[config.mk]
export PLATFORM = sky130hd
export DESIGN_NAME = lcd_mode_and_line_timing
export DESIGN_NICKNAME = d
export VERILOG_FILES = /design/src/design/lcdt_pkg.sv /design/src/design/lcd_mode_and_line_timing.sv /design/src/design/lcdt_step.sv
export SDC_FILE = /design/constraint.sdc
export NUM_CORES = 1
export LEC_CHECK = 0
export BUFFER_PORTS_ARGS = -buffer_cell sky130_fd_sc_hd__clkbuf_2
export CAP_MARGIN = 40
export CELL_PAD_IN_SITES_DETAIL_PLACEMENT = 1
export CELL_PAD_IN_SITES_GLOBAL_PLACEMENT = 1
export CORE_ASPECT_RATIO = 0.8
export CORE_MARGIN = 3
export CORE_UTILIZATION = 39
export DETAILED_ROUTE_END_ITERATION = 16
export HOLD_SLACK_MARGIN = 0.08
export PLACE_DENSITY = 0.77
export SLEW_MARGIN = 0
export SYNTH_ARGS = -nofsm -noshare
export SYNTH_HDL_FRONTEND = slang
export SYNTH_SLANG_ARGS = --single-unit
[constraint.sdc]
create_clock -name clock -period 2.6 [get_ports clock]
set_input_delay 0.13 -clock clock [delete_from_list [all_inputs] [get_ports clock]]
set_output_delay 0.13 -clock clock [all_outputs]
set_load 0.02 [all_outputs]
[src/design/lcdt_pkg.sv]
// ----------------------------------------------------------------------------
// lcdt_pkg
// Shared types and constants for the LCD mode and line timing block.
// ----------------------------------------------------------------------------
`default_nettype none

package lcdt_pkg;

   // line timing
   localparam int unsigned DOT_W        = 9;
   localparam int unsigned LINE_W       = 8;
   localparam logic [DOT_W-1:0]  LINE_DOTS   = 9'd456;
   localparam logic [DOT_W-1:0]  OAM_BOUND   = LINE_DOTS - 9'd80;
   localparam logic [DOT_W-1:0]  XFER_BOUND  = OAM_BOUND - 9'd172;
   localparam logic [LINE_W-1:0] VBLANK_LINE = 8'd144;
   localparam logic [LINE_W-1:0] LAST_LINE   = 8'd153;

   // register port
   localparam int unsigned CSR_IDX_W  = 3;
   localparam int unsigned CSR_DATA_W = 8;
   localparam logic [CSR_IDX_W-1:0] CSR_DISPLAY_EN = 3'd0;
   localparam logic [CSR_IDX_W-1:0] CSR_HBLANK_EN  = 3'd1;
   localparam logic [CSR_IDX_W-1:0] CSR_VBLANK_EN  = 3'd2;
   localparam logic [CSR_IDX_W-1:0] CSR_OAM_EN     = 3'd3;
   localparam logic [CSR_IDX_W-1:0] CSR_LYC_EN     = 3'd4;
   localparam logic [CSR_IDX_W-1:0] CSR_LINE_CMP   = 3'd5;

   // lcd modes
   typedef enum logic [1:0] {
      MODE_HBLANK = 2'd0,
      MODE_VBLANK = 2'd1,
      MODE_OAM    = 2'd2,
      MODE_XFER   = 2'd3
   } lcd_mode_type;

   typedef struct packed {
      logic              display_enable;
      logic              hblank_irq_enable;
      logic              vblank_irq_enable;
      logic              oam_irq_enable;
      logic              lyc_irq_enable;
      logic [LINE_W-1:0] line_compare;
   } cfg_type;

   typedef struct packed {
      logic [DOT_W-1:0]  dot_countdown;
      logic [LINE_W-1:0] line_count;
      lcd_mode_type      mode_bits;
      logic              match_flag;
   } timing_state_type;

   typedef struct packed {
      lcd_mode_type      lcd_mode;
      logic [LINE_W-1:0] current_line;
      logic              coincidence;
      logic              mode_irq;
      logic              match_irq;
      logic              vblank_irq;
      logic              draw_line;
   } result_type;

endpackage

`default_nettype wire

[src/design/lcd_mode_and_line_timing.sv]
// ----------------------------------------------------------------------------
// lcd_mode_and_line_timing
// LCD mode, line counter and status interrupt timing, one CPU step per item.
// ----------------------------------------------------------------------------
//
//   channel | direction | handshake           | payload
//   req     | in        | req_valid/req_ready | req_elapsed_cycles
//   rsp     | out       | rsp_valid/rsp_ready | rsp_lcd_mode .. rsp_draw_line
//   csr     | in        | csr_we              | csr_index, csr_wdata
//
// One item per cycle while the result register is empty or being taken; its
// result appears in the cycle after acceptance, from the result register fed by
// the single step of timing logic. Synchronous reset sets the countdown to 456,
// line, mode, flag and settings to zero; the result register starts empty.
// A stalled result holds; req_ready stays high while the result is taken.
// ----------------------------------------------------------------------------
`default_nettype none

module lcd_mode_and_line_timing
   import lcdt_pkg::*;
(
   input  wire logic                  clock,
   input  wire logic                  reset,
   // step items
   input  wire logic                  req_valid,
   output logic                       req_ready,
   input  wire logic [7:0]            req_elapsed_cycles,
   // results
   output logic                       rsp_valid,
   input  wire logic                  rsp_ready,
   output logic [1:0]                 rsp_lcd_mode,
   output logic [7:0]                 rsp_current_line,
   output logic                       rsp_coincidence,
   output logic                       rsp_mode_irq,
   output logic                       rsp_match_irq,
   output logic                       rsp_vblank_irq,
   output logic                       rsp_draw_line,
   // registers
   input  wire logic                  csr_we,
   input  wire logic [CSR_IDX_W-1:0]  csr_index,
   input  wire logic [CSR_DATA_W-1:0] csr_wdata
);

   cfg_type          cfg_ff, cfg_in;
   timing_state_type state_ff, state_in;
   timing_state_type step_nxt;
   result_type       step_res;
   result_type       rsp_ff;
   logic             rsp_valid_ff, rsp_valid_in;
   logic             req_take;

   // register writes
   always_comb begin
      cfg_in = cfg_ff;
      if (csr_we) begin
         case (csr_index)
            CSR_DISPLAY_EN: cfg_in.display_enable    = csr_wdata[0];
            CSR_HBLANK_EN:  cfg_in.hblank_irq_enable = csr_wdata[0];
            CSR_VBLANK_EN:  cfg_in.vblank_irq_enable = csr_wdata[0];
            CSR_OAM_EN:     cfg_in.oam_irq_enable    = csr_wdata[0];
            CSR_LYC_EN:     cfg_in.lyc_irq_enable    = csr_wdata[0];
            CSR_LINE_CMP:   cfg_in.line_compare      = csr_wdata[LINE_W-1:0];
            default:        cfg_in = cfg_ff;
         endcase
      end
   end

   // timing step
   lcdt_step u_step (
      .cfg            (cfg_ff),
      .cur            (state_ff),
      .elapsed_cycles (req_elapsed_cycles),
      .nxt            (step_nxt),
      .res            (step_res)
   );

   // handshake
   assign req_ready    = !rsp_valid_ff || rsp_ready;
   assign req_take     = req_valid && req_ready;
   assign state_in     = req_take ? step_nxt : state_ff;
   assign rsp_valid_in = req_take || (rsp_valid_ff && !rsp_ready);

   // control and state registers
   always_ff @(posedge clock) begin
      if (reset) begin
         cfg_ff                 <= '0;
         state_ff.dot_countdown <= LINE_DOTS;
         state_ff.line_count    <= '0;
         state_ff.mode_bits     <= MODE_HBLANK;
         state_ff.match_flag    <= 1'b0;
         rsp_valid_ff           <= 1'b0;
      end else begin
         cfg_ff       <= cfg_in;
         state_ff     <= state_in;
         rsp_valid_ff <= rsp_valid_in;
      end
   end

   // result register
   always_ff @(posedge clock) begin
      if (req_take) begin
         rsp_ff <= step_res;
      end
   end

   assign rsp_valid        = rsp_valid_ff;
   assign rsp_lcd_mode     = rsp_ff.lcd_mode;
   assign rsp_current_line = rsp_ff.current_line;
   assign rsp_coincidence  = rsp_ff.coincidence;
   assign rsp_mode_irq     = rsp_ff.mode_irq;
   assign rsp_match_irq    = rsp_ff.match_irq;
   assign rsp_vblank_irq   = rsp_ff.vblank_irq;
   assign rsp_draw_line    = rsp_ff.draw_line;

endmodule

`default_nettype wire

[src/design/lcdt_step.sv]
// ----------------------------------------------------------------------------
// lcdt_step
// One CPU step of line timing: mode select, countdown update, line advance
// and compare, all combinational.
// ----------------------------------------------------------------------------
`default_nettype none

module lcdt_step
   import lcdt_pkg::*;
(
   input  wire cfg_type          cfg,
   input  wire timing_state_type cur,
   input  wire logic [7:0]       elapsed_cycles,
   output timing_state_type      nxt,
   output result_type            res
);

   lcd_mode_type      new_mode;
   logic              mode_en;
   logic              line_end;
   logic [LINE_W-1:0] line_inc;
   logic [LINE_W-1:0] line_next;

   // mode from line and countdown before the decrement
   always_comb begin
      if (cur.line_count >= VBLANK_LINE) begin
         new_mode = MODE_VBLANK;
         mode_en  = cfg.vblank_irq_enable;
      end else if (cur.dot_countdown >= OAM_BOUND) begin
         new_mode = MODE_OAM;
         mode_en  = cfg.oam_irq_enable;
      end else if (cur.dot_countdown >= XFER_BOUND) begin
         new_mode = MODE_XFER;
         mode_en  = 1'b0;
      end else begin
         new_mode = MODE_HBLANK;
         mode_en  = cfg.hblank_irq_enable;
      end
   end

   // line ends when the countdown would reach zero or below
   assign line_end  = (cur.dot_countdown <= {1'b0, elapsed_cycles});
   assign line_inc  = cur.line_count + 8'd1;
   assign line_next = (line_inc != VBLANK_LINE && line_inc > LAST_LINE) ? '0 : line_inc;

   // next state and result
   always_comb begin
      nxt = cur;
      res = '0;
      if (!cfg.display_enable) begin
         nxt.dot_countdown = LINE_DOTS;
         nxt.mode_bits     = MODE_HBLANK;
         nxt.line_count    = '0;
      end else begin
         nxt.mode_bits = new_mode;
         res.mode_irq  = mode_en && (cur.mode_bits != new_mode);
         if (line_end) begin
            nxt.dot_countdown = LINE_DOTS;
            nxt.line_count    = line_next;
            nxt.match_flag    = (line_next == cfg.line_compare);
            res.match_irq     = (line_next == cfg.line_compare) && cfg.lyc_irq_enable;
            res.vblank_irq    = (line_inc == VBLANK_LINE);
            res.draw_line     = (line_next < VBLANK_LINE);
         end else begin
            nxt.dot_countdown = cur.dot_countdown - {1'b0, elapsed_cycles};
         end
      end
      res.lcd_mode     = nxt.mode_bits;
      res.current_line = nxt.line_count;
      res.coincidence  = nxt.match_flag;
   end

endmodule

`default_nettype wire

### Word-level counts from Yosys, hierarchy flattened

Cells that the tools add are included.

| operators by class | value |
|---|---|
| add/sub/neg operators | 2 |
| $lt $le $gt $ge | 6 |
| equal/unequal tests | 9 |
| multiplexer cells | 12 |
| reduce and logical (&&, ||, !) cells | 17 |

Operators by type and width:

| kind | count |
|---|---|
| $mux W19 | 1 |
| $mux W8 | 2 |
| $reduce_and A2 Y1 | 7 |
| $ge A9 B8 Y1 const B | 1 |
| $ge A9 B9 Y1 const B | 1 |
| $le A9 B8 Y1 | 1 |
| $mux W9 | 1 |
| $sub A9 B8 Y9 | 1 |
| $add A8 B1 Y8 const B | 1 |
| $eq A8 B8 Y1 | 1 |
| $eq A8 B8 Y1 const B | 1 |
| $ge A8 B8 Y1 const B | 1 |
| $gt A8 B8 Y1 const B | 1 |
| $lt A8 B8 Y1 const B | 1 |
| $ne A8 B8 Y1 const B | 1 |
| $eq A3 B2 Y1 const B | 2 |
| $eq A3 B3 Y1 const B | 2 |
| $mux W2 | 3 |
| $logic_and A1 B1 Y1 | 5 |
| $mux W1 | 5 |
| $eq A3 B1 Y1 const B | 1 |
| $logic_not A3 Y1 | 1 |
| $logic_not A1 Y1 | 2 |
| $logic_or A1 B1 Y1 | 2 |
| $ne A2 B2 Y1 | 1 |

| word-level totals | value |
|---|---|
| bits in registers | 49 |
| input bits | 24 |
| output and inout port bits | 17 |
| word-level logic and storage cells | 64 |

### Depth between registers and ports, before layout

Gate-level depths: netlist of the first run.

| depth | value |
|---|---|
| depth after elaboration | 7 |
| mapped depth | 11 |
| mapped depth without buffers | 11 |

### By module

Synthesis of the first run repeated with hierarchy kept, for this count alone.

| second synthesis, totals | value |
|---|---|
| cells, all modules | 370 |
| area, all modules | 3,274.4 um^2 |

Modules (own cells, without submodules):

| module | times used | cells an instance | area an instance (um^2) | sequential area each (um^2) |
|---|---|---|---|---|
| lcd_mode_and_line_timing | 1 | 168 | 1,895.6 | 1,131.1 |
| lcdt_step | 1 | 202 | 1,378.8 | 0.0 |

### Worst setup path after synthesis of the first run

No wires, ideal clock.

| timing | value |
|---|---|
| path type | reg2reg |
| from | register state_ff[11] (netlist bit) |
| to | register state_ff[19] (netlist bit) |
| library setup time | 116 ps |
| arrival time | 2,478 ps |
| required time | 2,484 ps |
| setup slack | 6 ps |
| stages on the path, launching flop included | 12 |
| buffers on the path | 0 |
| period minus slack after synthesis | 2,594 ps |
| path through | dfxtp_1 inv_1 ha_1 inv_1 fa_1 a21o_1 a21oi_1 o21bai_1 a2111oi_0 nor3_1 or4_1 a31o_2 |

| on the way | value |
|---|---|
| longest elaborated chain between the ends | 3 |
| elaborated cells between the ends (all ways) | 4 |
| those cells by class | add/sub (1); order compare (1); mux (2) |

Ends and longest elaborated chain:

| item | RTL line | source |
|---|---|---|
| start, declared | lcd_mode_and_line_timing.sv:45 | `timing_state_type state_ff, state_in;` |
| start signal, assigned | lcd_mode_and_line_timing.sv:94 | `state_ff <= state_in;` |
| $sub A9 B8 Y9 / $le A9 B8 Y1 (equally long branches) | lcdt_step.sv:65, lcdt_step.sv:42 |  |
| $mux W9 * | lcdt_step.sv:57 | `if (line_end) begin` |
| $mux W19 * | lcdt_step.sv:50 | `if (!cfg.display_enable) begin` |

Mark *: on every way between the ends. The rest lies on a longest branch, timed or not.
A chain may end at the register's enable or synchronous reset.

### Final worst setup path of the first run

Same ends and word-level chain as after synthesis.

==> results of run 1 <==
worst max-delay path by stage:
| stage | depth (start not counted) | startpoint | to |
|---|---|---|---|
| after detailed placement | 11 | state_ff[11]$_SDFFE_PP0P_ | state_ff[19]$_SDFFE_PP1P_ |
| final | 11 | state_ff[11]$_SDFFE_PP0P_ | state_ff[19]$_SDFFE_PP1P_ |
| after global placement | 11 | state_ff[11]$_SDFFE_PP0P_ | state_ff[19]$_SDFFE_PP1P_ |
| after global routing | 11 | state_ff[11]$_SDFFE_PP0P_ | state_ff[19]$_SDFFE_PP1P_ |
| after floorplan | 11 | state_ff[11]$_SDFFE_PP0P_ | state_ff[19]$_SDFFE_PP1P_ |
| after CTS | 11 | state_ff[11]$_SDFFE_PP0P_ | state_ff[19]$_SDFFE_PP1P_ |
sequential cells by signal, summed over array words and instances (netlist names):
signal	flops
cfg_ff	13
rsp_valid	1
rsp_draw_line	1
rsp_current_line	8
rsp_match_irq	1
state_ff	20
rsp_vblank_irq	1
rsp_mode_irq	1
rsp_coincidence	1
rsp_lcd_mode	2
final cells by class:
| type | count | area (sq um) |
|---|---|---|
| timing repair buffer | 80 | 520 |
| tap | 105 | 131 |
| clock inverter | 2 | 16.3 |
| clock buffer | 5 | 68.8 |
| multi-input combinational | 290 | 2040 |
| sequential | 49 | 1140 |
| fill | 933 | 3600 |
| inverter | 22 | 82.6 |
logic make-up after synthesis:
kind of cell / count (synthesis) / share of synthesized area (%)
AND/OR/NAND/NOR: 150 / 24.8
XOR/XNOR: 13 / 3.63
buffers and inverters: 45 / 5.78
flip-flops: 49 / 36.0
multiplexers: 9 / 2.87
adder cells (fa/ha/maj): 12 / 5.02
AO/OA/AOI/OAI: 106 / 21.9
report_power, final:
group	switching (uW)	internal, uW	leakage [uW]	total [uW]
registers	9.99	803	0.000428	813
logic	116	85.9	0.00105	202
clock network	272	186	0.0000402	459
total	398	1080	0.00152	1470
critical path, delay by kind of cell, from the launching register on:
kind            cells  cell delay, ns
simple gates        2            0.49
fa+ha+maj           2            0.46
compound gates      5            1.13
buf+inv             2            0.10
flops               1            0.34
cell usage after synthesis, drive strengths merged, types with 2 or more instances:
library cell  count
edfxtp           15
nor4              4
nand4bb           2
xnor2             6
nand3            11
or4               3
o211ai            5
nor3             13
nor2b            10
a21o              3
nor2             23
a31oi             6
inv              20
or3               2
xor2              7
a22oi             7
nand2            44
o31ai             4
a211oi            6
a21boi            4
nand3b            4
o21a              2
clkbuf           15
clkinv            2
mux2i             9
a32o              2
dfxtp            34
and2              5
nand4             5
nand2b            5
ha               11
buf               8
o21ai            15
or2               7
and3              7
a21oi            38
timing repair:
item                       CTS  global route
resized for setup            6            41
setup endpoints to repair    4            21
buffers inserted             0             3
hold endpoints to repair     8             0
pin swaps                    2             8
hold buffers                 8             0
through the flow:
step	worst slack, ns	instance area (sq um)
3_3_place_gp	-0.129	3590
2_1_floorplan	0.00608	3140
3_5_place_dp	-0.215	3590
5_1_grt	-0.111	4000
4_1_cts	-0.0126	3770
6_report	-0.0169	4000
routing by layer:
metal  track usage [%]  up-vias  wire (um)
li1                  -     1516          -
met1              30.3     1518       4760
met2              32.5       68       4290
met3              2.90       10        328
met4              3.76        0         87
met5                 0        -          0
==> results.cfg, run 1 <==
[detailed_routing]
remaining_drc_errors = 0
routed_wl_um = 9470
wl_per_cell_um = 17.1
drtAntennaViolNets = 0
drt_pass1_iterations = 4
viasPerCell = 5.63
vias = 3112
drt_iter0_markers = 123

[worst_hold_path]
holdPathEnd = cfg_ff[0]$_SDFFE_PP0P_
min_path_type = primary input to flip-flop
holdPathStages = 3
hold_start = csr_wdata[0]

[placement]
gp_congestion = 0.841
io_buffers = 40
hpwl_um = 6910
place_inst = 535

[logic_synthesis]
synth.avg_cell_area_sq_um = 8.18
synthDominantCellAreaShare_pct = 21.7
netlist_instances = 384
synth_flop_cell = dfxtp_1
yosysUniqueCellTypes = 61
ys_seq_area_share_pct = 36.0
synth.top_cells.by_area = dfxtp_1 22%, edfxtp_1 14%, a21oi_1 6.1%
syn_nets = 420
async_reset_ff_share_pct = 0
yosysWarnings = 0
syn_area_sq_um = 3140
yosysTopAreaCell = dfxtp_1
synth_edf_count = 15
ys_seq_elements = 49

[outcome]
violations = setup timing
status = finished, violations left

[timing]
hold-worst-slack_ns = 0.128
worstMarginPinSlew_ns = 0.766
tns_ns = -0.0169
rsz0062_at_grt = true
setup_viol = 1
finalClockSkew_ns = 0.00994
setup_slack_ns = -0.0169
fin_crit_ns = 2.62
slew_headroom_pct = 49.0
finalHoldViolCount = 0
fmax_ghz = 0.382
period_share_pct = 101
slew_viol_final = 0

[power]
leakagePower_uw = 0.00152
p_per_area_nw_per_um2 = 369
total_power_uw = 1470
peakVddDrop_v = 0.000195

[clock_tree]
clockBufferDepth = 2
clkTransAtPathRegs_ns = 0.10
cts_sinks = 49
root_buffer = clkbuf_8
htree_levels = 2
cts_tree = yes
clock_latency_ns = 0.31
cts_made_buffers = 5

[setup_path]
cp_max_fo = 2
worstSetupStartpointType = flip-flop
worstRegToRegCells = 11
r2r_end = state_ff[19]$_SDFFE_PP1P_
required_ns = 2.80
cpPeakStageDelay_ns = 0.41
cpMostUsedCell = inv_2
end_kind = flip-flop
cpMaxStageDelayCell = or4_1
regToRegStartpoint = state_ff[11]$_SDFFE_PP0P_
critical_path_arrival_ns = 2.82
path_cells = inv_2 > ha_4 > inv_2 > fa_2 > a21o_1 > a21oi_2 > o21bai_2 > a2111oi_4 > nor3_2 > or4_1 > a31o_2
r2r_slack_ns = -0.02
critPathKind = flip-flop to flip-flop

[die]
io_pins = 41
start_util_pct = 41.3
rows = 28
die_area_sq_um = 9170
core_area_sq_um = 7600
die_y_um = 86.2
die_x_um = 106

[global_route]
grt_pass1_wl_um = 15400
grt_pass1_vias = 3089
grt-ovfl-total = 0
antenna_found_initial = 0
grt_util_all_layers_pct = 20.6
grt_max_degree = 37

[finish]
nets = 484
fin_util_pct = 52.6
n_antenna_cell = 0
drive_above_1_share_pct = 28.6
final_common_cell = nand2_1
final_cells = 553
layout_common_cells = 44 x nand2_1, 40 x clkbuf_2, 33 x a21oi_1
areaGrowthSynthToFinish_pct = 27.3

[run]
maxCapViolations = 0
Power figures use the tool's default switching activity.
==> run 2: changes to the inputs <==
--- a/config.mk
+++ b/config.mk
@@ -9,7 +9,6 @@
 export CAP_MARGIN = 40
 export CELL_PAD_IN_SITES_DETAIL_PLACEMENT = 1
 export CELL_PAD_IN_SITES_GLOBAL_PLACEMENT = 1
-export CORE_ASPECT_RATIO = 0.8
 export CORE_MARGIN = 3
 export CORE_UTILIZATION = 39
 export DETAILED_ROUTE_END_ITERATION = 16
==> run 2 against run 1 <==
Compared with the run above:
- the run now ends clean
- core utilization shrank 1.5 points
- global-route usage grew 1.1 points
- sequential cell count is the same
- worst hold slack lost 0.0089 ns
- critical path type unchanged
- critical endpoint unchanged
- largest cell class unchanged
==> results.cfg, run 2 (synthesis results as in run 1) <==
[finish]
n_antenna_cell = 0
fin_area_sq_um = 3970
areaGrowthSynthToFinish_pct = 26.3
largest_reg_flops = 20
final_cells = 553
nFillCells = 958
nets = 486
fin_util_pct = 51.1
final_common_cell = nand2_1
top_register = state_ff
drive_above_1_share_pct = 25.5
layout_common_cells = 44 x nand2_1, 40 x clkbuf_2, 34 x a21oi_1

[die]
die_x_um = 95.7
io_pins = 41
core_area_sq_um = 7770
die_area_sq_um = 9160
die_y_um = 95.7
start_util_pct = 40.4
rows = 32

[detailed_routing]
dr.max_layer_used = met4
viasPerCell = 5.68
drt_iter0_markers = 121
wl_met1_um = 4290
vias = 3142
routed_wl_um = 9820
wl_per_cell_um = 17.8
wl_met2_um = 5020
drtAntennaViolNets = 0
wl_met3_um = 367
remaining_drc_errors = 0
drt_pass1_iterations = 4

[clock_tree]
clkTransAtPathRegs_ns = 0.11
cts_sinks = 49
root_buffer = clkbuf_8
cts_tree = yes
clock_latency_ns = 0.31
cts_made_buffers = 5
htree_levels = 2
clockBufferDepth = 2

[setup_path]
cp_max_fo = 2
critical_path_arrival_ns = 2.72
worstSetupStartpointType = flip-flop
critPathKind = flip-flop to flip-flop
required_ns = 2.80
end_kind = flip-flop

[power]
peakVddDrop_v = 0.000233
leakagePower_uw = 0.00154
p_per_area_nw_per_um2 = 400
total_power_uw = 1590

[global_route]
grt_pass1_vias = 3203
grt_pass1_wl_um = 15500
antenna_found_initial = 0
grt-ovfl-total = 0
grt_max_degree = 37
grt_util_all_layers_pct = 21.7

[timing]
fin_crit_ns = 2.52
tns_ns = 0
fmax_ghz = 0.397
slew_viol_final = 0
rsz0062_at_grt = true
period_share_pct = 96.9
worstMarginPinSlew_ns = 0.785
setup_viol = 0
finalClockSkew_ns = 0.0152
finalHoldViolCount = 0
slew_headroom_pct = 47.6

[worst_hold_path]
min_path_type = primary input to flip-flop

[placement]
hpwl_um = 7050
place_inst = 536
io_buffers = 40
gp_congestion = 0.863
place_area_sq_um = 3630

[run]
maxCapViolations = 0

[outcome]
status = finished clean
[run 2: cell types whose count changed in the layout (fill, tap and decap cells not counted), sizes merged]
cell,previous run,this run
buf,32,34
bufinv,0,1
inv,20,22
clkinvlp,1,0
clkinv,3,2
[run 2: final timing paths]
path	cells after the start	endpoint	slack [ns]	startpoint
max	11	state_ff[19]$_SDFFE_PP1P_	0.08	state_ff[11]$_SDFFE_PP0P_
min	3	cfg_ff[0]$_SDFFE_PP0P_	0.12	csr_wdata[0]
min reg2reg	2	cfg_ff[7]$_SDFFE_PP0P_	0.49	cfg_ff[7]$_SDFFE_PP0P_
max reg2reg	11	state_ff[19]$_SDFFE_PP1P_	0.08	state_ff[11]$_SDFFE_PP0P_
[run 2: power by group]
group	switching [uW]	internal, uW	total [uW]
Combinational	113	84.1	197
Sequential	10.3	802	812
Clock	283	294	577
[run 2: what timing repair did]
item                       in CTS  in global routing
hold endpoints to repair        8                  0
setup endpoints to repair       4                 17
gates resized for setup         5                 25
hold buffers                    8                  0
pin swaps                       4                  4
buffers inserted                0                  1
[run 2: per-stage QoR]
stage,hold WS [ns],worst slack (ns)
4_1_cts,0.117,-0.00924
5_1_grt,0.124,-0.109
2_1_floorplan,0.259,0.00608
3_5_place_dp,0.364,-0.187
3_3_place_gp,0.353,-0.0759
6_report,0.119,0.0802
[run 2: worst max-delay path: stages, from the launching register on]
cell,delay [ns]
dfxtp_2,0.34
inv_2,0.05
ha_4,0.12
inv_2,0.03
fa_2,0.35
a21o_1,0.21
a21oi_2,0.17
o21bai_2,0.11
a2111oi_4,0.32
nor3_2,0.08
or4_1,0.39
a31o_2,0.24
[run 2: per-layer routing]
layer / vias up / GRT usage [%]
met2: 73 / 38.4
met5: - / 0
li1: 1516 / -
met3: 15 / 2.97
met4: 0 / 5.81
met1: 1538 / 27.5
[run 2: area by class of cell]
class | count | area [sq um] | area share, %
multi-input cells | 290 | 1950 | 49.3
flip-flops and latches | 49 | 1140 | 28.7
repair buffers | 82 | 548 | 13.8
well taps | 102 | 128 | 3.22
inverters | 22 | 82.6 | 2.08
clock buffers | 5 | 68.8 | 1.74
clock inverters | 3 | 47.5 | 1.20
==> run 3: changes to the inputs <==
--- a/config.mk
+++ b/config.mk
@@ -5,15 +5,16 @@
 export SDC_FILE = /design/constraint.sdc
 export NUM_CORES = 1
 export LEC_CHECK = 0
+export ABC_AREA = 1
 export BUFFER_PORTS_ARGS = -buffer_cell sky130_fd_sc_hd__clkbuf_2
 export CAP_MARGIN = 40
 export CELL_PAD_IN_SITES_DETAIL_PLACEMENT = 1
 export CELL_PAD_IN_SITES_GLOBAL_PLACEMENT = 1
 export CORE_MARGIN = 3
-export CORE_UTILIZATION = 39
+export CORE_UTILIZATION = 37
 export DETAILED_ROUTE_END_ITERATION = 16
 export HOLD_SLACK_MARGIN = 0.08
-export PLACE_DENSITY = 0.77
+export PLACE_DENSITY = 0.76
 export SLEW_MARGIN = 0
 export SYNTH_ARGS = -nofsm -noshare
 export SYNTH_HDL_FRONTEND = slang
==> run 3 against run 2 <==
Compared with the run above:
- area after synthesis is 9.6% lower
- non-clock buffer count decreased by 38
- maximum frequency rose by 5.9%
- cell area fell by 17%
- clock skew down 0.0093 ns
- die area down 4.5%
- wire length decreased by 25%
- clock power hardly changed
- worst hold slack worse by 0.013 ns
- critical path depth is 2 higher
- largest cell class unchanged
==> results.cfg, run 3 <==
[timing]
slew_viol_final = 0
fmax_ghz = 0.420
finalHoldViolCount = 0
setup_viol = 0
tns_ns = 0
worstMarginPinSlew_ns = 0.636
slew_headroom_pct = 57.6
period_share_pct = 91.5
rsz0062_at_grt = false
fin_crit_ns = 2.38
finalClockSkew_ns = 0.00584

[logic_synthesis]
syn_nets = 423
synth_flop_cell = dfxtp_1
synth.avg_cell_area_sq_um = 7.33
async_reset_ff_share_pct = 0
synth-xor-area-share_pct = 2.47
post-synth-top-count-cell = nand2_1
synth-simple-area-share_pct = 24.3
yosysTopAreaCell = dfxtp_1
yosysWarnings = 0
synth_compound_area_share_pct = 17.6
syn_area_sq_um = 2840
synth_edf_count = 15
ys_top_cells_by_count = 79 x nand2_1, 59 x inv_1, 39 x a21oi_1
yosysUniqueCellTypes = 32
synthDominantCellAreaShare_pct = 24.0
synth_top_family_by_area = simple AND/OR/NAND/NOR gates
ys_seq_area_share_pct = 39.9
synthMuxAreaShare_pct = 0
ys_seq_elements = 49
netlist_instances = 387
synth_fa_ha_area_share_pct = 5.56
synth.top_cells.by_area = dfxtp_1 24%, edfxtp_1 16%, nand2_1 10%

[setup_path]
end_kind = flip-flop
critPathKind = flip-flop to flip-flop
cp_max_fo = 13
worstSetupStartpointType = flip-flop
required_ns = 2.77
critical_path_arrival_ns = 2.55
r2r_slack_ns = 0.22

[die]
die_x_um = 93.6
rows = 31
start_util_pct = 38.7
die_y_um = 93.6
die_area_sq_um = 8750
io_pins = 41
core_area_sq_um = 7330

[detailed_routing]
wl_per_cell_um = 14.0
viasPerCell = 5.03
remaining_drc_errors = 0
drt_pass1_iterations = 4
routed_wl_um = 7370
drtAntennaViolNets = 0
drt_iter0_markers = 100
vias = 2653

[clock_tree]
clockBufferDepth = 2
cts_made_buffers = 5
clkTransAtPathRegs_ns = 0.09
clock_latency_ns = 0.30
cts_tree = yes
root_buffer = clkbuf_8
cts_sinks = 49
htree_levels = 2
postCtsSetupRepairBufs = 0

[global_route]
grt_util_all_layers_pct = 17.9
antenna_found_initial = 0
grt_pass1_vias = 2764
grt-ovfl-total = 0
grt_pass1_wl_um = 12500
grt_max_degree = 25

[finish]
nets = 463
final_common_cell = nand2_1
top_register = state_ff
layout_common_cells = 77 x nand2_1, 59 x inv_1, 40 x clkbuf_2
final_cells = 527
n_antenna_cell = 0
drive_above_1_share_pct = 18.2
largest_reg_flops = 20
areaGrowthSynthToFinish_pct = 16.2

[placement]
place_inst = 517
gp_congestion = 0.847
hpwl_um = 5750
io_buffers = 40

[outcome]
status = finished clean

[power]
p_per_area_nw_per_um2 = 513
leakagePower_uw = 0.00156
peakVddDrop_v = 0.000210
total_power_uw = 1690

[worst_hold_path]
min_path_type = primary input to flip-flop

[run]
maxCapViolations = 0
run 3: cell count changes in the layout (fill, tap and decap cells not counted), sizes merged, moves of 9 or more:
cell	before	now
nand2	44	87
inv	22	64
buf	34	2
o21ai	15	32
nand3	11	26
nor2b	10	0
nor3	13	3
o22ai	0	10
mux2i	9	0
run 3: critical path, stage by stage, from the launching register on:
cell     delay [ns]
dfxtp_1        0.42
ha_1           0.25
nor2_1         0.08
o21ai_0        0.29
nand3_1        0.13
nand3_1        0.18
nand3_4        0.19
nand2_1        0.14
nand2_1        0.08
nand2_1        0.06
nand2_1        0.05
nor2_1         0.15
nand3_2        0.13
nor2_1         0.10
run 3: path summary, 6_finish.rpt:
path | startpoint | to | cells past startpoint
hold reg to reg | cfg_ff[9]$_SDFFE_PP0P_ | cfg_ff[9]$_SDFFE_PP0P_ | 2
hold / removal | csr_wdata[6] | cfg_ff[6]$_SDFFE_PP0P_ | 3
setup / recovery | state_ff[4]$_SDFFE_PP0P_ | rsp_match_irq$_SDFFCE_PN0P_ | 13
setup reg to reg | state_ff[4]$_SDFFE_PP0P_ | rsp_match_irq$_SDFFCE_PN0P_ | 13
run 3: cell type report:
class / count / area [sq um]
clock buffer: 7 / 119
clock inverter: 1 / 8.76
fill: 931 / 4040
inverter: 63 / 236
multi-input combinational: 264 / 1440
sequential: 49 / 1130
tap: 99 / 124
timing repair buffer: 44 / 235
run 3: cells by family (layout without fill, tap and decap cells):
family                   after synthesis  count (layout)
adder cells (fa/ha/maj)               12              12
AO/OA/AOI/OAI                         92              92
XOR/XNOR                               8               8
flip-flops                            49              49
AND/OR/NAND/NOR                      152             152
buffers and inverters                 74             115
run 3: repair_timing:
action                     in CTS  in global routing
hold buffers                    2                  0
gates resized for setup         0                  6
hold endpoints to repair        2                  0
setup endpoints to repair       0                 27
run 3: routing by layer:
layer,vias up,track usage (%),share of wire (%)
li1,1346,-,-
met1,1252,20.5,44
met2,41,33.1,52
met3,14,3.06,2.3
met4,0,6.26,2.2
met5,-,0,0
run 3: power breakdown:
group          switching, uW  total [uW]  internal (uW)
Combinational            178         273           95.1
Sequential              21.4         840            819
Clock                    269         579            310
Total                    468        1690           1220
run 3: stage by stage:
| step | hold slack [ns] | setup slack [ns] | cell area (sq um) | utilization [%] |
|---|---|---|---|---|
| 6_report | 0.105 | 0.220 | 3300 | 45.0 |
| 5_1_grt | 0.114 | 0.0158 | 3300 | 45.0 |
| 4_1_cts | 0.0960 | 0.0505 | 3270 | 44.6 |
| 3_5_place_dp | 0.369 | 0.0710 | 3120 | 42.6 |
| 3_3_place_gp | 0.351 | 0.201 | 3120 | 42.6 |
| 2_1_floorplan | 0.264 | 0.572 | 2840 | - |
